--- src/hw/rtl/clp_pkg.sv ---
// Shared types and constants of the Cauchy likelihood product block.
package clp_pkg;

    localparam logic [63:0] ONE_BITS     = 64'h3FF0_0000_0000_0000;
    localparam logic [63:0] PI_BITS      = 64'h4009_21FB_5444_2D18;
    localparam logic [63:0] QNAN_DEFAULT = 64'hFFF8_0000_0000_0000;

    // Configuration register indexes
    localparam logic CFG_ALPHA = 1'b0;
    localparam logic CFG_BETA  = 1'b1;

    typedef enum logic [1:0] {
        FOP_ADD = 2'd0,
        FOP_SUB = 2'd1,
        FOP_MUL = 2'd2,
        FOP_DIV = 2'd3
    } t_fop;

    typedef struct packed {
        logic        start;
        t_fop        op;
        logic [63:0] a;
        logic [63:0] b;
    } t_fpu_req;

    typedef struct packed {
        logic        done;
        logic [63:0] res;
    } t_fpu_rsp;

endpackage

--- src/hw/rtl/clp_fpu.sv ---
// Iterative binary64 add, subtract, multiply and divide unit, round to nearest even.
module clp_fpu (
    input  logic               i_clk,
    input  logic               i_rst_n,
    input  clp_pkg::t_fpu_req  i_req,
    output clp_pkg::t_fpu_rsp  o_rsp
);

    typedef enum logic [8:0] {
        S_IDLE    = 9'b000000001,
        S_ALIGN   = 9'b000000010,
        S_PRENORM = 9'b000000100,
        S_MULT    = 9'b000001000,
        S_DIVIDE  = 9'b000010000,
        S_NORM    = 9'b000100000,
        S_DENORM  = 9'b001000000,
        S_ROUND   = 9'b010000000,
        S_DONE    = 9'b100000000
    } t_fstate;

    t_fstate             r_state, n_state;
    clp_pkg::t_fop       r_op, n_op;
    logic                r_sa, n_sa, r_sb, n_sb, r_sign, n_sign, r_sticky, n_sticky;
    logic signed [13:0]  r_ea, n_ea, r_eb, n_eb, r_e, n_e;
    logic [52:0]         r_ma, n_ma, r_mb, n_mb;
    logic [63:0]         r_sig, n_sig, r_res, n_res;
    logic [105:0]        r_acc, n_acc;
    logic [53:0]         r_pp, n_pp;
    logic [1:0]          r_ppk, n_ppk;
    logic [6:0]          r_cnt, n_cnt;
    logic [54:0]         r_rem, n_rem;

    // operand classification
    logic        a_nan, a_inf, a_zero, b_nan, b_inf, b_zero, sx, sbe;
    logic        special;
    logic [63:0] spec_res;

    // per-state temporaries
    logic               a_big, sl, ss;
    logic signed [13:0] el, es, amt, e_fin;
    logic [13:0]        dsh;
    logic [52:0]        ml, ms, mant;
    logic [63:0]        aw, bw, bsh, sum;
    logic [26:0]        pa, pb;
    logic [105:0]       addend;
    logic               ge, up, gbit, stk;
    logic [54:0]        rem2;
    logic [53:0]        m54;

    always_comb begin
        a_nan  = (&i_req.a[62:52]) && (|i_req.a[51:0]);
        a_inf  = (&i_req.a[62:52]) && !(|i_req.a[51:0]);
        a_zero = !(|i_req.a[62:0]);
        b_nan  = (&i_req.b[62:52]) && (|i_req.b[51:0]);
        b_inf  = (&i_req.b[62:52]) && !(|i_req.b[51:0]);
        b_zero = !(|i_req.b[62:0]);
        sx     = i_req.a[63] ^ i_req.b[63];
        sbe    = (i_req.op == clp_pkg::FOP_SUB) ? ~i_req.b[63] : i_req.b[63];
        special  = 1'b1;
        spec_res = clp_pkg::QNAN_DEFAULT;
        if (a_nan) begin
            spec_res = i_req.a | 64'h0008_0000_0000_0000;
        end else if (b_nan) begin
            spec_res = i_req.b | 64'h0008_0000_0000_0000;
        end else begin
            case (i_req.op) inside
                clp_pkg::FOP_ADD, clp_pkg::FOP_SUB: begin
                    if (a_inf && b_inf && (i_req.a[63] != sbe)) spec_res = clp_pkg::QNAN_DEFAULT;
                    else if (a_inf) spec_res = i_req.a;
                    else if (b_inf) spec_res = {sbe, 11'h7FF, 52'd0};
                    else special = 1'b0;
                end
                clp_pkg::FOP_MUL: begin
                    if ((a_inf && b_zero) || (b_inf && a_zero)) spec_res = clp_pkg::QNAN_DEFAULT;
                    else if (a_inf || b_inf) spec_res = {sx, 11'h7FF, 52'd0};
                    else if (a_zero || b_zero) spec_res = {sx, 63'd0};
                    else special = 1'b0;
                end
                default: begin
                    if ((a_inf && b_inf) || (a_zero && b_zero)) spec_res = clp_pkg::QNAN_DEFAULT;
                    else if (a_inf) spec_res = {sx, 11'h7FF, 52'd0};
                    else if (b_inf) spec_res = {sx, 63'd0};
                    else if (b_zero) spec_res = {sx, 11'h7FF, 52'd0};
                    else if (a_zero) spec_res = {sx, 63'd0};
                    else special = 1'b0;
                end
            endcase
        end
    end

    always_comb begin
        n_state = r_state;  n_op = r_op;  n_sa = r_sa;  n_sb = r_sb;
        n_sign = r_sign;    n_sticky = r_sticky;
        n_ea = r_ea;  n_eb = r_eb;  n_e = r_e;  n_ma = r_ma;  n_mb = r_mb;
        n_sig = r_sig;  n_res = r_res;  n_acc = r_acc;  n_pp = r_pp;  n_ppk = r_ppk;
        n_cnt = r_cnt;  n_rem = r_rem;
        a_big = 1'b0;  sl = 1'b0;  ss = 1'b0;  el = '0;  es = '0;  amt = '0;  e_fin = '0;
        dsh = '0;  ml = '0;  ms = '0;  mant = '0;  aw = '0;  bw = '0;  bsh = '0;  sum = '0;
        pa = '0;  pb = '0;  addend = '0;  ge = 1'b0;  up = 1'b0;  gbit = 1'b0;  stk = 1'b0;
        rem2 = '0;  m54 = '0;
        unique case (r_state)
            S_IDLE: begin
                if (i_req.start) begin
                    n_op   = i_req.op;
                    n_sa   = i_req.a[63];
                    n_sb   = sbe;
                    n_sign = sx;
                    n_ea   = (|i_req.a[62:52]) ? $signed({3'b000, i_req.a[62:52]}) : 14'sd1;
                    n_eb   = (|i_req.b[62:52]) ? $signed({3'b000, i_req.b[62:52]}) : 14'sd1;
                    n_ma   = {|i_req.a[62:52], i_req.a[51:0]};
                    n_mb   = {|i_req.b[62:52], i_req.b[51:0]};
                    if (special) begin
                        n_res   = spec_res;
                        n_state = S_DONE;
                    end else if (i_req.op == clp_pkg::FOP_ADD || i_req.op == clp_pkg::FOP_SUB) begin
                        n_state = S_ALIGN;
                    end else begin
                        n_state = S_PRENORM;
                    end
                end
            end
            S_ALIGN: begin
                a_big = (r_ea > r_eb) || ((r_ea == r_eb) && (r_ma >= r_mb));
                el = a_big ? r_ea : r_eb;   es = a_big ? r_eb : r_ea;
                ml = a_big ? r_ma : r_mb;   ms = a_big ? r_mb : r_ma;
                sl = a_big ? r_sa : r_sb;   ss = a_big ? r_sb : r_sa;
                dsh = el - es;
                aw  = {1'b0, ml, 10'd0};
                bw  = {1'b0, ms, 10'd0};
                // fold shifted-out bits into a sticky lsb
                if (dsh >= 14'd64) begin
                    bsh = {63'd0, |bw};
                end else begin
                    bsh = (bw >> dsh[5:0])
                        | {63'd0, |(bw & ((64'd1 << dsh[5:0]) - 64'd1))};
                end
                sum      = (sl == ss) ? aw + bsh : aw - bsh;
                n_sig    = sum;
                n_sticky = 1'b0;
                n_e      = el + 14'sd1;
                n_sign   = (sum == 64'd0) ? (r_sa & r_sb) : sl;
                n_state  = S_NORM;
            end
            S_PRENORM: begin
                if (!r_ma[52]) begin
                    n_ma = {r_ma[51:0], 1'b0};
                    n_ea = r_ea - 14'sd1;
                end
                if (!r_mb[52]) begin
                    n_mb = {r_mb[51:0], 1'b0};
                    n_eb = r_eb - 14'sd1;
                end
                if (r_ma[52] && r_mb[52]) begin
                    n_cnt = '0;
                    n_acc = '0;
                    n_rem = {2'b00, r_ma};
                    n_state = (r_op == clp_pkg::FOP_MUL) ? S_MULT : S_DIVIDE;
                end
            end
            S_MULT: begin
                // four 27x27 partial products, each registered before accumulation
                case (r_cnt[1:0])
                    2'd0:    begin pa = {1'b0, r_ma[25:0]}; pb = {1'b0, r_mb[25:0]}; end
                    2'd1:    begin pa = {1'b0, r_ma[25:0]}; pb = r_mb[52:26]; end
                    2'd2:    begin pa = r_ma[52:26]; pb = {1'b0, r_mb[25:0]}; end
                    default: begin pa = r_ma[52:26]; pb = r_mb[52:26]; end
                endcase
                n_pp  = pa * pb;
                n_ppk = r_cnt[1:0];
                case (r_ppk) inside
                    2'd0:       addend = {52'd0, r_pp};
                    2'd1, 2'd2: addend = {26'd0, r_pp, 26'd0};
                    default:    addend = {r_pp, 52'd0};
                endcase
                if (r_cnt != 7'd0) n_acc = r_acc + addend;
                n_cnt = r_cnt + 7'd1;
                if (r_cnt == 7'd4) begin
                    n_sig    = n_acc[105:42];
                    n_sticky = |n_acc[41:0];
                    n_e      = r_ea + r_eb - 14'sd1022;
                    n_state  = S_NORM;
                end
            end
            S_DIVIDE: begin
                ge    = r_rem >= {2'b00, r_mb};
                rem2  = ge ? r_rem - {2'b00, r_mb} : r_rem;
                n_rem = {rem2[53:0], 1'b0};
                n_sig = {r_sig[62:0], ge};
                n_cnt = r_cnt + 7'd1;
                if (r_cnt == 7'd63) begin
                    n_sticky = |rem2;
                    n_e      = r_ea - r_eb + 14'sd1023;
                    n_state  = S_NORM;
                end
            end
            S_NORM: begin
                if (r_sig == 64'd0 && !r_sticky) begin
                    n_res   = {r_sign, 63'd0};
                    n_state = S_DONE;
                end else if (!r_sig[63] && (r_e > 14'sd1)) begin
                    n_sig = {r_sig[62:0], 1'b0};
                    n_e   = r_e - 14'sd1;
                end else begin
                    n_state = S_DENORM;
                end
            end
            S_DENORM: begin
                if (r_e < 14'sd1) begin
                    amt = 14'sd1 - r_e;
                    if (amt >= 14'sd64) begin
                        n_sig    = '0;
                        n_sticky = r_sticky | (|r_sig);
                    end else begin
                        n_sig    = r_sig >> amt[5:0];
                        n_sticky = r_sticky | (|(r_sig & ((64'd1 << amt[5:0]) - 64'd1)));
                    end
                    n_e = 14'sd1;
                end
                n_state = S_ROUND;
            end
            S_ROUND: begin
                gbit = r_sig[10];
                stk  = (|r_sig[9:0]) | r_sticky;
                up   = gbit & (stk | r_sig[11]);
                m54  = {1'b0, r_sig[63:11]} + {53'd0, up};
                if (m54[53]) begin
                    mant  = m54[53:1];
                    e_fin = r_e + 14'sd1;
                end else begin
                    mant  = m54[52:0];
                    e_fin = r_e;
                end
                if (e_fin > 14'sd2046) begin
                    n_res = {r_sign, 11'h7FF, 52'd0};
                end else begin
                    n_res = {r_sign, (mant[52] ? e_fin[10:0] : 11'd0), mant[51:0]};
                end
                n_state = S_DONE;
            end
            S_DONE: begin
                n_state = S_IDLE;
            end
            default: n_state = S_IDLE;
        endcase
    end

    always_ff @(posedge i_clk) begin
        if (!i_rst_n) begin
            r_state <= S_IDLE;
        end else begin
            r_state <= n_state;
        end
    end

    always_ff @(posedge i_clk) begin
        r_op <= n_op;  r_sa <= n_sa;  r_sb <= n_sb;  r_sign <= n_sign;  r_sticky <= n_sticky;
        r_ea <= n_ea;  r_eb <= n_eb;  r_e <= n_e;  r_ma <= n_ma;  r_mb <= n_mb;
        r_sig <= n_sig;  r_res <= n_res;  r_acc <= n_acc;  r_pp <= n_pp;  r_ppk <= n_ppk;
        r_cnt <= n_cnt;  r_rem <= n_rem;
    end

    assign o_rsp.done = (r_state == S_DONE);
    assign o_rsp.res  = r_res;

endmodule

--- config.mk ---
export PLATFORM = sky130hd
export DESIGN_NAME = clp_fpu
export DESIGN_NICKNAME = d
export VERILOG_FILES = /design/src/hw/rtl/clp_pkg.sv /design/src/hw/rtl/clp_fpu.sv
export SDC_FILE = /design/constraint.sdc
export NUM_CORES = 2
export LEC_CHECK = 0
export BUFFER_PORTS_ARGS = -buffer_cell sky130_fd_sc_hd__buf_2
export CAP_MARGIN = 20
export CORE_MARGIN = 10
export CORE_UTILIZATION = 30
export DETAILED_ROUTE_END_ITERATION = 7
export SLEW_MARGIN = 20
export SYNTH_ARGS = -nofsm -noshare
export SYNTH_HDL_FRONTEND = slang
export SYNTH_SLANG_ARGS = --single-unit
--- constraint.sdc ---
create_clock -name i_clk -period 16.4 [get_ports i_clk]
set_input_delay 2.46 -clock i_clk [delete_from_list [all_inputs] [get_ports i_clk]]
set_output_delay 2.46 -clock i_clk [all_outputs]
set_load 0.01 [all_outputs]
==> flow_summary.toml <==
[status]
status = "finished with violations"
violations = "DRC"

[cells_and_area]
area_growth_pct = 9.19
fillers = 28989
final_core_util_pct = 32.9
drive_above_1_share_pct = 8.81
fin_nets = 11363

[grt]
grt_pass1_vias = 76133
antenna_found_initial = 26
grt_overflow_total = 0
grt_usage_pct = 24.7
grt_pass1_wl_mm = 545
grt_start_max_net_pins = 211

[sta]
skew_ps = 54.8
fin_crit_sh_pct = 83.0
whs_ps = 573
finalSetupTns_ps = 0
final_max_slew_viol_count = 0
fin_crit_ps = 13620
finalHoldViolCount = 0
relSlewSlack_pct = 1.25
tightest_slew_ps = 1480
rsz0062_at_grt = "false"
setup_viol = 0
maxClockFrequency_mhz = 73.4
fin_ws_ps = 2780

[floorplan]
core-area_um2 = 273000
die_area_um2 = 296000
top_level_ports = 198
chipWidth_um = 544
start_util_pct = 30.1
dieHeight_um = 544
num_rows = 192

[synthesis]
ys_types = 119
syn_nets = 11497
ys_seq_area_share_pct = 18.7
netlist_area_um2 = 82300
yosysWarnings = 0
synth_edf_count = 506
synth_cells = 10146
synth.largest_area_cell = "edfxtp_1"
synth_most_common_cell = "nand2_1"
avgSynthCellArea_um2 = 8.11
synth_area_leaders = "edfxtp_1, fa_1, ha_1"
synth_commonest_cells = "nand2_1, inv_1, nor2_1, a21oi_1, fa_1"
synthFlopType = "edfxtp_1"
synth_top_area_share_pct = 18.5
ys_seq_elements = 515
async_flop_share_pct = 0

[critical_path]
critPathSlowestCell = "nand2_2"
crit_path_max_fanout = 46
cp_data_required_time_ps = 16880
path_class = "flop to flop"
r2r_setup_slack_ps = 2780
crit-reg2reg-launch = "r_ea[0]"
reg2regPathDepth = 49
worstSetupStartpoint = "r_ea[0]"
start_kind = "flop"
cp-end-kind = "flop"
crit_path_end = "r_sign"
r2r-end = "r_sign"
slowest_delay_ps = 710
worstPathArrival_ps = 14090

[detailed_routing]
wl_mm = 380
dr.pass1.iters = 8
final_antenna_net_count = 0
vias = 80623
drc_errors = 7
viasPerCell = 5.90
initialDrtViolationCount = 11087
wire_per_inst_um = 27.8

[hold_path]
hold_path.class = "flop to flop"

[clocking]
clkSinkCount = 515
htreeDepth = 3
clk_latency_ps = 750
cts_made_buffers = 69
clockRootBuffer = "clkbuf_16"
cts_tree = "yes"
cts_buffer_depth = 3
cts_hold_buf = 0
postCtsResizedCells = 0
postCtsSetupBuffers = 0
clk_pin_slew_worst_paths_ps = 60

[placed_design]
hpwl_mm = 297
gp_congestion = 1.08
portBuffers = 197
dp_worst_setup_slack_ps = 3230

[run]
cap_violations = 0
-- flip-flops by register name (all words and copies together) (netlist names) --
register,flops
r_sign,1
r_sa,1
r_ma,53
r_e,14
r_mb,53
r_op,2
r_sb,1
r_cnt,7
r_ea,14
r_ppk,2
r_eb,14
r_rem,55
r_res,64
r_pp,54
r_state,9
r_acc,106
r_sticky,1
r_sig,64
-- metrics by stage --
step,instance area (um^2),cells
finish,89900,13667
global route,89900,13656
CTS,89700,13646
detailed placement,87400,13522
global placement,87400,13515
floorplan,82300,10146
-- worst max-delay path: cells and delay by family (launching register included) --
kind	cells	cell delay, ps
AO/OA/AOI/OAI	19	4870
flip-flops	1	490
buffers and inverters	4	1360
adder cells (fa/ha/maj)	3	970
multiplexers	2	480
AND/OR/NAND/NOR	21	5120
-- cell usage in the layout, fill, tap and decap left out, types with 125 or more instances in the layout --
master	Yosys	layout
nand2_1	1650	1643
inv_1	957	956
nor2_1	797	793
a21oi_1	669	667
fa_1	634	634
o21ai_0	625	610
ha_1	584	579
edfxtp_1	506	506
xnor2_1	251	248
buf_4	8	226
mux2i_1	212	208
nand3_1	204	204
buf_2	38	198
nor3_1	189	186
a21o_1	158	158
mux4_2	138	138
nor4_1	136	132
xor2_1	128	125
-- layer usage --
layer,GRT usage [%],vias up,part of all wire (%)
li1,-,35222,-
met1,33.0,39257,41
met2,34.6,5082,39
met3,9.85,1034,13
met4,11.4,28,5.9
met5,0.465,-,0.15
-- layout make-up --
type | instances | area (um^2) | share of cell area [%]
flip-flops and latches | 515 | 15400 | 17.1
multi-input cells | 8028 | 61200 | 68.1
clock buffers | 86 | 1820 | 2.03
repair buffers | 432 | 2790 | 3.11
well taps | 3589 | 4490 | 5.00
inverters | 966 | 3630 | 4.04
clock inverters | 38 | 508 | 0.565
diodes | 13 | 32.5 | 0.0362
-- logic make-up after synthesis --
logic type / count (synthesis) / synth area share, %
buffers and inverters: 1603 / 7.47
DFF: 515 / 18.7
muxes: 402 / 7.07
adders and majority gates: 1218 / 24.3
xor gates and xnor gates: 379 / 4.03
and+or+nand+nor: 3624 / 19.9
AOI/OAI and AO/OA: 2405 / 18.6
-- worst min path at each step --
stage | slack (ps) | to | startpoint | cells past startpoint
finish | 570 | r_state[4] | r_op[1] | 3
global route | 600 | r_state[4] | r_op[1] | 3
CTS | 580 | r_state[4] | r_op[1] | 3
detailed placement | 560 | r_state[4] | r_op[1] | 3
global placement | 560 | r_state[4] | r_op[1] | 3
floorplan | 480 | r_ppk[0] | r_cnt[0] | 0
Power is not shown: default switching activity piles up to over one toggle a cycle in this logic, so the estimate is an artifact.
